--- config.mk ---
export PLATFORM = sky130hd
export DESIGN_NAME = binary_to_bcd_with_rounding
export DESIGN_NICKNAME = d
export VERILOG_FILES = /design/src/sv/b2bcdr_pkg.sv /design/src/sv/binary_to_bcd_with_rounding.sv
export VERILOG_INCLUDE_DIRS = /design/src /design/src/sv
export SDC_FILE = /design/constraint.sdc
export NUM_CORES = 2
export LEC_CHECK = 0
export BUFFER_PORTS_ARGS = -buffer_cell sky130_fd_sc_hd__buf_2
export CAP_MARGIN = 20
export CORE_ASPECT_RATIO = 1.75
export CORE_MARGIN = 2
export CORE_UTILIZATION = 41
export CTS_CLUSTER_DIAMETER = 30
export CTS_CLUSTER_SIZE = 28
export DETAILED_ROUTE_END_ITERATION = 12
export PLACE_DENSITY = 0.6
export SYNTH_ARGS = -nofsm -noshare
export SYNTH_HDL_FRONTEND = slang
export SYNTH_SLANG_ARGS = --single-unit
--- constraint.sdc ---
create_clock -name aclk -period 17.6 [get_ports aclk]
set_input_delay 4.4 -clock aclk [delete_from_list [all_inputs] [get_ports aclk]]
set_output_delay 4.4 -clock aclk [all_outputs]
set_load 0.02 [all_outputs]
--- src/sv/binary_to_bcd_with_rounding_assert.svh ---
// Assertion macros for the binary to BCD converter.
// Needs aclk and aresetn in the scope of each use.
`ifndef BINARY_TO_BCD_WITH_ROUNDING_ASSERT_SVH
`define BINARY_TO_BCD_WITH_ROUNDING_ASSERT_SVH

// Same-cycle implication, held off during reset.
`define B2B_ASSERT_IMP(label, ante, cons, msg) \
    label: assert property (@(posedge aclk) disable iff (!aresetn) (ante) |-> (cons)) \
        else $error(msg);

// Next-cycle implication, held off during reset.
`define B2B_ASSERT_NXT(label, ante, cons, msg) \
    label: assert property (@(posedge aclk) disable iff (!aresetn) (ante) |=> (cons)) \
        else $error(msg);

`endif

--- src/sv/b2bcdr_pkg.sv ---
// Types and constants for the binary to BCD converter with rounding.
// No dependencies.
`default_nettype none

package b2bcdr_pkg;

    localparam int ValueW       = 64;
    localparam int NumDigits    = 20;
    localparam int DigitW       = 4;
    localparam int BcdW         = NumDigits * DigitW;
    localparam int CountW       = 5;
    localparam int DabStages    = 8;
    localparam int BitsPerStage = ValueW / DabStages;
    localparam int RndStage     = DabStages + 1;
    localparam int IncStage     = DabStages + 2;
    localparam int OutStage     = DabStages + 3;
    localparam int NumStages    = DabStages + 4;
    localparam int SDataW       = 72;
    localparam int MDataW       = 96;
    localparam int SUserW       = 1;
    localparam int MUserW       = 2;

    typedef logic [ValueW-1:0] value_t;
    typedef logic [BcdW-1:0]   bcd_t;
    typedef logic [DigitW-1:0] digit_t;
    typedef logic [CountW-1:0] count_t;

endpackage

`default_nettype wire

--- src/sv/binary_to_bcd_with_rounding.sv ---
// Binary to packed BCD converter with half-up decimal rounding; uses b2bcdr_pkg.
// Pipeline: input word to result word through 12 register stages
// (magnitude, eight shift-add-3 stages of 8 bits each, round select, increment, count).
// Throughput: one word per cycle; each stage holds under back-pressure and fills bubbles.
// Reset: synchronous, active low; clears all stage valid bits, payload is not reset.
`default_nettype none

`include "binary_to_bcd_with_rounding_assert.svh"

module binary_to_bcd_with_rounding (
    input  wire logic                           aclk,
    input  wire logic                           aresetn,
    input  wire logic                           s_tvalid,
    output logic                                s_tready,
    // value [63:0], round_drop [68:64], zero [71:69]
    input  wire logic [b2bcdr_pkg::SDataW-1:0]  s_tdata,
    // is_signed [0]
    input  wire logic [b2bcdr_pkg::SUserW-1:0]  s_tuser,
    output logic                                m_tvalid,
    input  wire logic                           m_tready,
    // bcd_low [63:0], bcd_high [79:64], digit_count [84:80],
    // trailing_zeros [89:85], zero [95:90]
    output logic [b2bcdr_pkg::MDataW-1:0]       m_tdata,
    // negative [0], length_grew [1]
    output logic [b2bcdr_pkg::MUserW-1:0]       m_tuser
);

    localparam int NS  = b2bcdr_pkg::NumStages;
    localparam int DS  = b2bcdr_pkg::DabStages;
    localparam int ND  = b2bcdr_pkg::NumDigits;
    localparam int DW  = b2bcdr_pkg::DigitW;
    localparam int VW  = b2bcdr_pkg::ValueW;
    localparam int BPS = b2bcdr_pkg::BitsPerStage;
    localparam int RS  = b2bcdr_pkg::RndStage;
    localparam int IS  = b2bcdr_pkg::IncStage;
    localparam int OS  = b2bcdr_pkg::OutStage;

    logic [NS-1:0] valid_reg;
    logic [NS-1:0] valid_next;
    logic [NS-1:0] rdy;

    b2bcdr_pkg::value_t in_value;
    b2bcdr_pkg::count_t in_drop;
    logic               in_neg;

    b2bcdr_pkg::value_t bin_reg  [0:DS-1];
    b2bcdr_pkg::bcd_t   bcd_reg  [1:DS];
    logic               neg_reg  [0:DS];
    b2bcdr_pkg::count_t drop_reg [0:DS];
    b2bcdr_pkg::bcd_t   dab_next [1:DS];

    b2bcdr_pkg::bcd_t   rnd_bcd_next;
    b2bcdr_pkg::count_t rnd_len_next;
    logic               rnd_up_next;
    logic               rnd_ok_next;
    b2bcdr_pkg::bcd_t   rnd_bcd_reg;
    b2bcdr_pkg::count_t rnd_len_reg;
    b2bcdr_pkg::count_t rnd_drop_reg;
    logic               rnd_up_reg;
    logic               rnd_ok_reg;
    logic               rnd_neg_reg;

    b2bcdr_pkg::bcd_t   inc_bcd_next;
    b2bcdr_pkg::bcd_t   inc_bcd_reg;
    b2bcdr_pkg::count_t inc_len_reg;
    logic               inc_ok_reg;
    logic               inc_neg_reg;

    b2bcdr_pkg::count_t out_len_next;
    b2bcdr_pkg::count_t out_tz_next;
    b2bcdr_pkg::bcd_t   out_bcd_reg;
    b2bcdr_pkg::count_t out_len_reg;
    b2bcdr_pkg::count_t out_tz_reg;
    logic               out_neg_reg;
    logic               out_grew_reg;

    // handshake: a stage takes a word when it is empty or its successor takes its word
    assign rdy[NS-1] = !valid_reg[NS-1] || m_tready;
    for (genvar k = 0; k < NS - 1; k++) begin : g_rdy
        assign rdy[k] = !valid_reg[k] || rdy[k+1];
    end

    always_comb begin
        valid_next = valid_reg;
        if (rdy[0]) begin
            valid_next[0] = s_tvalid;
        end
        for (int k = 1; k < NS; k++) begin
            if (rdy[k]) begin
                valid_next[k] = valid_reg[k-1];
            end
        end
    end

    always_ff @(posedge aclk) begin
        if (!aresetn) begin
            valid_reg <= '0;
        end else begin
            valid_reg <= valid_next;
        end
    end

    assign s_tready = rdy[0];
    assign in_value = s_tdata[VW-1:0];
    assign in_drop  = s_tdata[VW +: b2bcdr_pkg::CountW];
    assign in_neg   = s_tuser[0] && s_tdata[VW-1];

    // shift-add-3, BPS bits per stage
    always_comb begin
        b2bcdr_pkg::bcd_t   acc;
        b2bcdr_pkg::value_t bin;
        for (int k = 1; k <= DS; k++) begin
            acc = (k == 1) ? '0 : bcd_reg[(k == 1) ? 1 : k-1];
            bin = bin_reg[k-1];
            for (int s = 0; s < BPS; s++) begin
                for (int d = 0; d < ND; d++) begin
                    if (acc[d*DW +: DW] >= DW'(5)) begin
                        acc[d*DW +: DW] = DW'(acc[d*DW +: DW] + DW'(3));
                    end
                end
                acc = {acc[b2bcdr_pkg::BcdW-2:0], bin[VW-1]};
                bin = {bin[VW-2:0], 1'b0};
            end
            dab_next[k] = acc;
        end
    end

    // length, round digit, clear dropped digits
    always_comb begin
        b2bcdr_pkg::digit_t rdig;
        b2bcdr_pkg::count_t len0;
        logic               zap;
        len0 = '0;
        rdig = '0;
        for (int i = 0; i < ND; i++) begin
            if (bcd_reg[DS][i*DW +: DW] != '0) begin
                len0 = b2bcdr_pkg::CountW'(i + 1);
            end
            if (drop_reg[DS] == b2bcdr_pkg::CountW'(i + 1)) begin
                rdig = bcd_reg[DS][i*DW +: DW];
            end
        end
        rnd_ok_next  = (drop_reg[DS] != '0) && (drop_reg[DS] <= len0);
        zap          = (drop_reg[DS] != '0) && (drop_reg[DS] > len0);
        rnd_up_next  = rnd_ok_next && (rdig >= DW'(5));
        rnd_len_next = len0;
        rnd_bcd_next = bcd_reg[DS];
        for (int i = 0; i < ND; i++) begin
            if (zap || (b2bcdr_pkg::CountW'(i) < drop_reg[DS])) begin
                rnd_bcd_next[i*DW +: DW] = '0;
            end
        end
    end

    // add one at the drop position, carry through runs of nines
    always_comb begin
        logic [ND-1:0] nine;
        logic          carry;
        for (int i = 0; i < ND; i++) begin
            nine[i] = (rnd_bcd_reg[i*DW +: DW] == DW'(9));
        end
        inc_bcd_next = rnd_bcd_reg;
        for (int i = 0; i < ND; i++) begin
            carry = rnd_up_reg && (b2bcdr_pkg::CountW'(i) >= rnd_drop_reg);
            for (int j = 0; j < i; j++) begin
                if ((b2bcdr_pkg::CountW'(j) >= rnd_drop_reg) && !nine[j]) begin
                    carry = 1'b0;
                end
            end
            if (carry) begin
                inc_bcd_next[i*DW +: DW] = nine[i] ? '0
                                         : DW'(rnd_bcd_reg[i*DW +: DW] + DW'(1));
            end
        end
    end

    // digit count and trailing zeros of the result
    always_comb begin
        out_len_next = '0;
        out_tz_next  = '0;
        for (int i = 0; i < ND; i++) begin
            if (inc_bcd_reg[i*DW +: DW] != '0) begin
                out_len_next = b2bcdr_pkg::CountW'(i + 1);
            end
        end
        for (int i = ND - 1; i >= 0; i--) begin
            if (inc_bcd_reg[i*DW +: DW] != '0) begin
                out_tz_next = b2bcdr_pkg::CountW'(i);
            end
        end
    end

    always_ff @(posedge aclk) begin
        if (rdy[0]) begin
            bin_reg[0]  <= in_neg ? VW'(-in_value) : in_value;
            neg_reg[0]  <= in_neg;
            drop_reg[0] <= in_drop;
        end
        for (int k = 1; k <= DS; k++) begin
            if (rdy[k]) begin
                bcd_reg[k]  <= dab_next[k];
                neg_reg[k]  <= neg_reg[k-1];
                drop_reg[k] <= drop_reg[k-1];
            end
        end
        for (int k = 1; k < DS; k++) begin
            if (rdy[k]) begin
                bin_reg[k] <= bin_reg[k-1] << BPS;
            end
        end
        if (rdy[RS]) begin
            rnd_bcd_reg  <= rnd_bcd_next;
            rnd_len_reg  <= rnd_len_next;
            rnd_drop_reg <= drop_reg[DS];
            rnd_up_reg   <= rnd_up_next;
            rnd_ok_reg   <= rnd_ok_next;
            rnd_neg_reg  <= neg_reg[DS];
        end
        if (rdy[IS]) begin
            inc_bcd_reg <= inc_bcd_next;
            inc_len_reg <= rnd_len_reg;
            inc_ok_reg  <= rnd_ok_reg;
            inc_neg_reg <= rnd_neg_reg;
        end
        if (rdy[OS]) begin
            out_bcd_reg  <= inc_bcd_reg;
            out_len_reg  <= out_len_next;
            out_tz_reg   <= out_tz_next;
            out_neg_reg  <= inc_neg_reg && (out_len_next != '0);
            out_grew_reg <= inc_ok_reg && (out_len_next > inc_len_reg);
        end
    end

    assign m_tvalid = valid_reg[NS-1];
    assign m_tdata  = {(b2bcdr_pkg::MDataW - b2bcdr_pkg::BcdW - 2*b2bcdr_pkg::CountW)'(0),
                       out_tz_reg, out_len_reg, out_bcd_reg};
    assign m_tuser  = {out_grew_reg, out_neg_reg};

    `B2B_ASSERT_NXT(a_accept_fills_first, s_tvalid && s_tready, valid_reg[0],
        "accepted word did not enter the first stage")
    `B2B_ASSERT_IMP(a_neg_nonzero, m_tvalid && out_neg_reg, out_len_reg != '0,
        "negative flag on a zero result")
    `B2B_ASSERT_IMP(a_zero_clean, m_tvalid && (out_len_reg == '0),
        (out_bcd_reg == '0) && (out_tz_reg == '0), "zero result with digits or trailing zeros")
    `B2B_ASSERT_IMP(a_grew_power, m_tvalid && out_grew_reg,
        out_tz_reg == b2bcdr_pkg::CountW'(out_len_reg - 5'd1),
        "grown result is not a power of ten")

endmodule

`default_nettype wire

# After elaboration in Yosys (flattened, before gate mapping)
# Memories as Yosys holds them, arrays and structs flattened. A register that Yosys moved wholly into a read port is not among the register bits.
# Cells that the tools add are included.
[totals]
elab_cells = 4021
mem_bits_rw = 1206
latchBits = 0
regBits = 283
output_inout_bits = 100
mem_bits_ro = 0
memories = 4
[mem_list]
columns = ["name", "words", "word_bits", "rd", "rd_ports_with_merged_regs", "wr", "line", "rtl"]
rows = [
  ["bcd_reg", 8, 80, 8, 0, 8, "binary_to_bcd_with_rounding.sv:47", "b2bcdr_pkg::bcd_t bcd_reg [1:DS];"],
  ["bin_reg", 8, 64, 8, 0, 8, "binary_to_bcd_with_rounding.sv:46", "b2bcdr_pkg::value_t bin_reg [0:DS-1];"],
  ["drop_reg", 9, 5, 9, 0, 9, "binary_to_bcd_with_rounding.sv:49", "b2bcdr_pkg::count_t drop_reg [0:DS];"],
  ["neg_reg", 9, 1, 9, 1, 9, "binary_to_bcd_with_rounding.sv:48", "logic neg_reg [0:DS];"],
]
[classes]
multipliers = 0
magnitude_cmp = 1171
eq_ne = 40
add_sub_neg = 1148
muxes = 1455
bitwise_logic = 0
n_div = 0
n_shift = 0
reduce_logical = 154
[ops]
columns = ["op", "count"]
rows = [
  ["$mux W4", 1139],
  ["$ge A4 B3 Y1 const B", 1126],
  ["$add A4 B2 Y4 const B", 1069],
  ["$mux W1", 211],
  ["$mux W5", 42],
  ["$mux W3", 60],
  ["$add A3 B2 Y3 const B", 56],
  ["$reduce_bool A4 Y1", 40],
  ["$add A4 B1 Y4 const B", 20],
  ["$eq A4 B4 Y1 const B", 20],
  ["$mux W64", 1],
  ["$neg A64 Y64", 1],
  ["$logic_and A1 B1 Y1", 45],
  ["$eq A5 B4 Y1 const B", 8],
  ["$ge A4 B5 Y1 const A", 8],
  ["$lt A4 B5 Y1 const A", 8],
  ["$logic_or A1 B1 Y1", 32],
  ["$logic_not A1 Y1", 31],
  ["$eq A5 B5 Y1 const B", 5],
  ["$eq A5 B3 Y1 const B", 4],
  ["$ge A3 B5 Y1 const A", 4],
  ["$ge A5 B5 Y1 const A", 4],
  ["$lt A3 B5 Y1 const A", 4],
  ["$lt A5 B5 Y1 const A", 4],
  ["other kinds (16)", 26],
]

# Depth between registers and ports, before layout
# An unclocked memory read counts as a cell.
[logic_depth]
word_depth = 25
ltp_mapped = 39
depth_no_buf = 38

# Worst setup path after synthesis
# No wires, ideal clock.
[synth_path]
path_type = "input to output"
startpoint = "input port m_tready"
endpoint = "output port s_tready"
t_required_ns = 13.200
stages = 7
path_buffers = 0
path_slack_ns = 5.815
arrival_time_ns = 7.385
cell_sequence = "nor2b_1 > and2_1 > and3_1 > and3_1 > and3_1 > and3_1 > nand3_1"
[synth_between]
elab_chain_cells = 12
[synth_rtl]
columns = ["element", "line", "rtl"]
rows = [
  ["start, declared", "binary_to_bcd_with_rounding.sv:20", "input wire logic m_tready,"],
  ["$logic_or A1 B1 Y1", "binary_to_bcd_with_rounding.sv:78", "assign rdy[NS-1] = !valid_reg[NS-1] || m_tready;"],
  ["$logic_or A1 B1 Y1 (11 in series)", "binary_to_bcd_with_rounding.sv:80", "assign rdy[k] = !valid_reg[k] || rdy[k+1];"],
  ["end, declared", "binary_to_bcd_with_rounding.sv:14", "output logic s_tready,"],
]
# Every way passes these cells.

# Worst setup path in the final report
# Ends and elaborated chain as after synthesis.

==> impl_metrics.toml <==
[status]
status = "completed"

[clock_network]
cts_resized = 0
clock-root-buffer = "clkbuf_16"
cts_tree = "built"
cts_buffers = 182
cts_hold_buf = 0
cts.clk_slew.worst_paths_ns = 0.06
clk_latency_ns = 0.87
cts_setup_buffers = 0
cts.sink_count = 1000
clockBufferDepth = 4
ctsHtreeMaxLevel = 4

[critical_path]
critPathCaptureType = "primary output"
cp_common_cell = "and3_1"
cp_cell_sequence = "buf_2, nor2b_1, and2_1, and3_1, and3_1, and3_1, and3_1, nand3_4, buf_2"
cpMaxStageDelayCell = "and3_1"
max_stage_delay_ns = 0.43
start_kind = "input port"
crit_arrival_ns = 7.17
required_ns = 13.20
worstPathMaxFanout = 5
criticalPathCategory = "input port to primary output"

[timing]
worstMarginPinSlew_ns = 1.17
fin_skew_ns = 0.109
setup_viol = 0
tns_ns = 0
min_period_ns = 11.57
period_share_pct = 65.8
rsz0062_at_grt = "no"
fmax_mhz = 86.4
hold_violations = 0
final_max_slew_viol_count = 0
slew_headroom_pct = 22.2

[synth]
synth_ff_type = "edfxtp_1"
synthesis.instances = 13500
async_flop_share_pct = 0
synth.distinct_cells = 156
netlist_area_um2 = 111000
avgSynthCellArea_um2 = 8.24
ys_warn_count = 0
synth_seq_area_share_pct = 26.9
synth_edf_count = 988
synth_seq_cells = 1000

[flow_run]
max-cap-violations = 0

[route]
drc = 0
drtPass1Iterations = 6
finalWirelength_mm = 256
drtAntennaViolNets = 0
num_vias = 100000
wl_per_cell_um = 14.8
via_per_inst = 5.80
drt_iter0_drc = 4034

[global_routing]
first_global_vias = 94600
gr-total-overflow = 0
antenna_found_initial = 12
gr-usage-all-layers_pct = 17.7
grt_first_pass_wirelength_mm = 427
grt_max_degree = 87

[layout]
area_growth_pct = 9.62
ff_latch_area_um2 = 29900
fillers = 26800
drive_above_1_share_pct = 10.1
multiInputGateArea_um2 = 76600
layout.nets = 14300
largest_reg_flops = 374

[place]
gp_congestion = 0.925
hpwlAfterDp_mm = 201
port_buffers = 167

[floorplanning]
initial_core_util_pct = 41.3
die-area_um2 = 275000
rows = 252
die_x_um = 398
die_y_um = 693
fp.coreArea_um2 = 269000
ios = 177

[worst_hold_path]
hp-class = "flip-flop to flip-flop"
[Yosys cell counts (49+ instances only)]
master | number | area, µm²
nor3b_1 | 126 | 946
a211oi_1 | 235 | 1760
xnor2_1 | 439 | 3840
a21oi_2 | 62 | 543
ha_1 | 575 | 7190
a21oi_1 | 1047 | 5240
clkbuf_1 | 246 | 923
a31o_2 | 80 | 701
or2_2 | 108 | 676
or3_1 | 118 | 738
nor2b_1 | 157 | 982
a21boi_0 | 75 | 563
a22oi_1 | 82 | 616
o221ai_1 | 62 | 543
nor3_1 | 407 | 2040
nor2_1 | 1054 | 3960
nand3_1 | 382 | 1910
o21a_1 | 204 | 1530
xor2_1 | 165 | 1450
o31ai_1 | 103 | 773
a22o_1 | 49 | 429
inv_1 | 859 | 3220
o211ai_1 | 281 | 2110
o21ai_0 | 946 | 4730
xnor2_2 | 54 | 878
and2_1 | 232 | 1450
nor4_1 | 91 | 569
edfxtp_1 | 988 | 29700
o21bai_1 | 103 | 773
and3_1 | 111 | 694
nand2_1 | 1030 | 3870
a21o_1 | 193 | 1450
or4_1 | 49 | 368
mux2_2 | 267 | 3010
o211a_1 | 82 | 821
nand2b_1 | 267 | 1670
o21ai_1 | 157 | 786
a31oi_1 | 239 | 1500
a211o_1 | 91 | 797
mux2i_1 | 356 | 3560
o22ai_1 | 156 | 976
[critical path, delay by kind of cell]
family | cells | cell delay, ns
buffers and inverters | 2 | 0.36
and+or+nand+nor | 7 | 2.37
[metal layers]
layer	track usage, %	part of all wire (%)	up-vias
met1	16.7	37	47100
met3	1.57	2.2	547
met2	37.5	57	1181
li1	-	-	51600
met5	0	0	-
met4	7.27	3.9	0
[layout make-up]
type	count	area share (%)
multi-input combinational	11300	62.9
tap	3556	3.65
timing repair buffer	235	1.10
clock buffer	200	3.81
sequential	1000	24.6
antenna	7	0.0144
clock inverter	126	1.18
inverter	899	2.78
[kinds of logic (layout without fill, tap and decap cells)]
group | count (synthesis) | after routing | synth area share, %
buf+inv | 1209 | 1460 | 4.20
flops | 1000 | 1000 | 26.9
compound gates | 4983 | 4983 | 30.6
simple gates | 4376 | 4376 | 19.6
xor+xnor | 665 | 665 | 5.69
other cells | 1 | 13 | 0.00337
mux | 639 | 639 | 6.13
fa+ha+maj | 617 | 617 | 6.85
[per-stage QoR]
stage	area, µm²	std cells	hold WS [ns]	utilization, %	setup slack, ns
after floorplan	111000	13500	0.400	-	5.82
after global placement	116000	17000	0.400	43.0	6.02
after detailed placement	116000	17000	0.405	43.0	6.02
after CTS	122000	17300	0.392	45.2	6.00
after global routing	122000	17300	0.400	45.2	5.81
final	122000	17300	0.388	45.2	6.03
[path summary, 6_finish.rpt]
| check | start | to | slack, ns | cells after the start |
|---|---|---|---|---|
| worst max-delay path | m_tready | s_tready | 6.03 | 9 |
| worst min-delay path | inc_bcd_reg[46] | out_bcd_reg[46] | 0.39 | 0 |
| worst max register to register | bcd_reg[0][264] | bcd_reg[0][358] | 9.53 | 36 |
| worst min register to register | inc_bcd_reg[46] | out_bcd_reg[46] | 0.39 | 0 |
[cell usage in the layout, fill, tap and decap left out, drive strengths merged, types with 250 or more instances in the layout]
master | netlist | layout
nor2 | 1058 | 1058
a211oi | 250 | 250
xnor2 | 494 | 494
mux2i | 361 | 361
o211ai | 291 | 291
mux2 | 275 | 275
nand2 | 1030 | 1030
edfxtp | 988 | 988
nand2b | 269 | 269
nand3 | 382 | 382
a21oi | 1112 | 1112
nor3 | 420 | 420
ha | 575 | 575
inv | 891 | 932
o21ai | 1115 | 1115
Power is not shown: default switching activity piles up to over one toggle a cycle in this logic, so the estimate is an artifact.
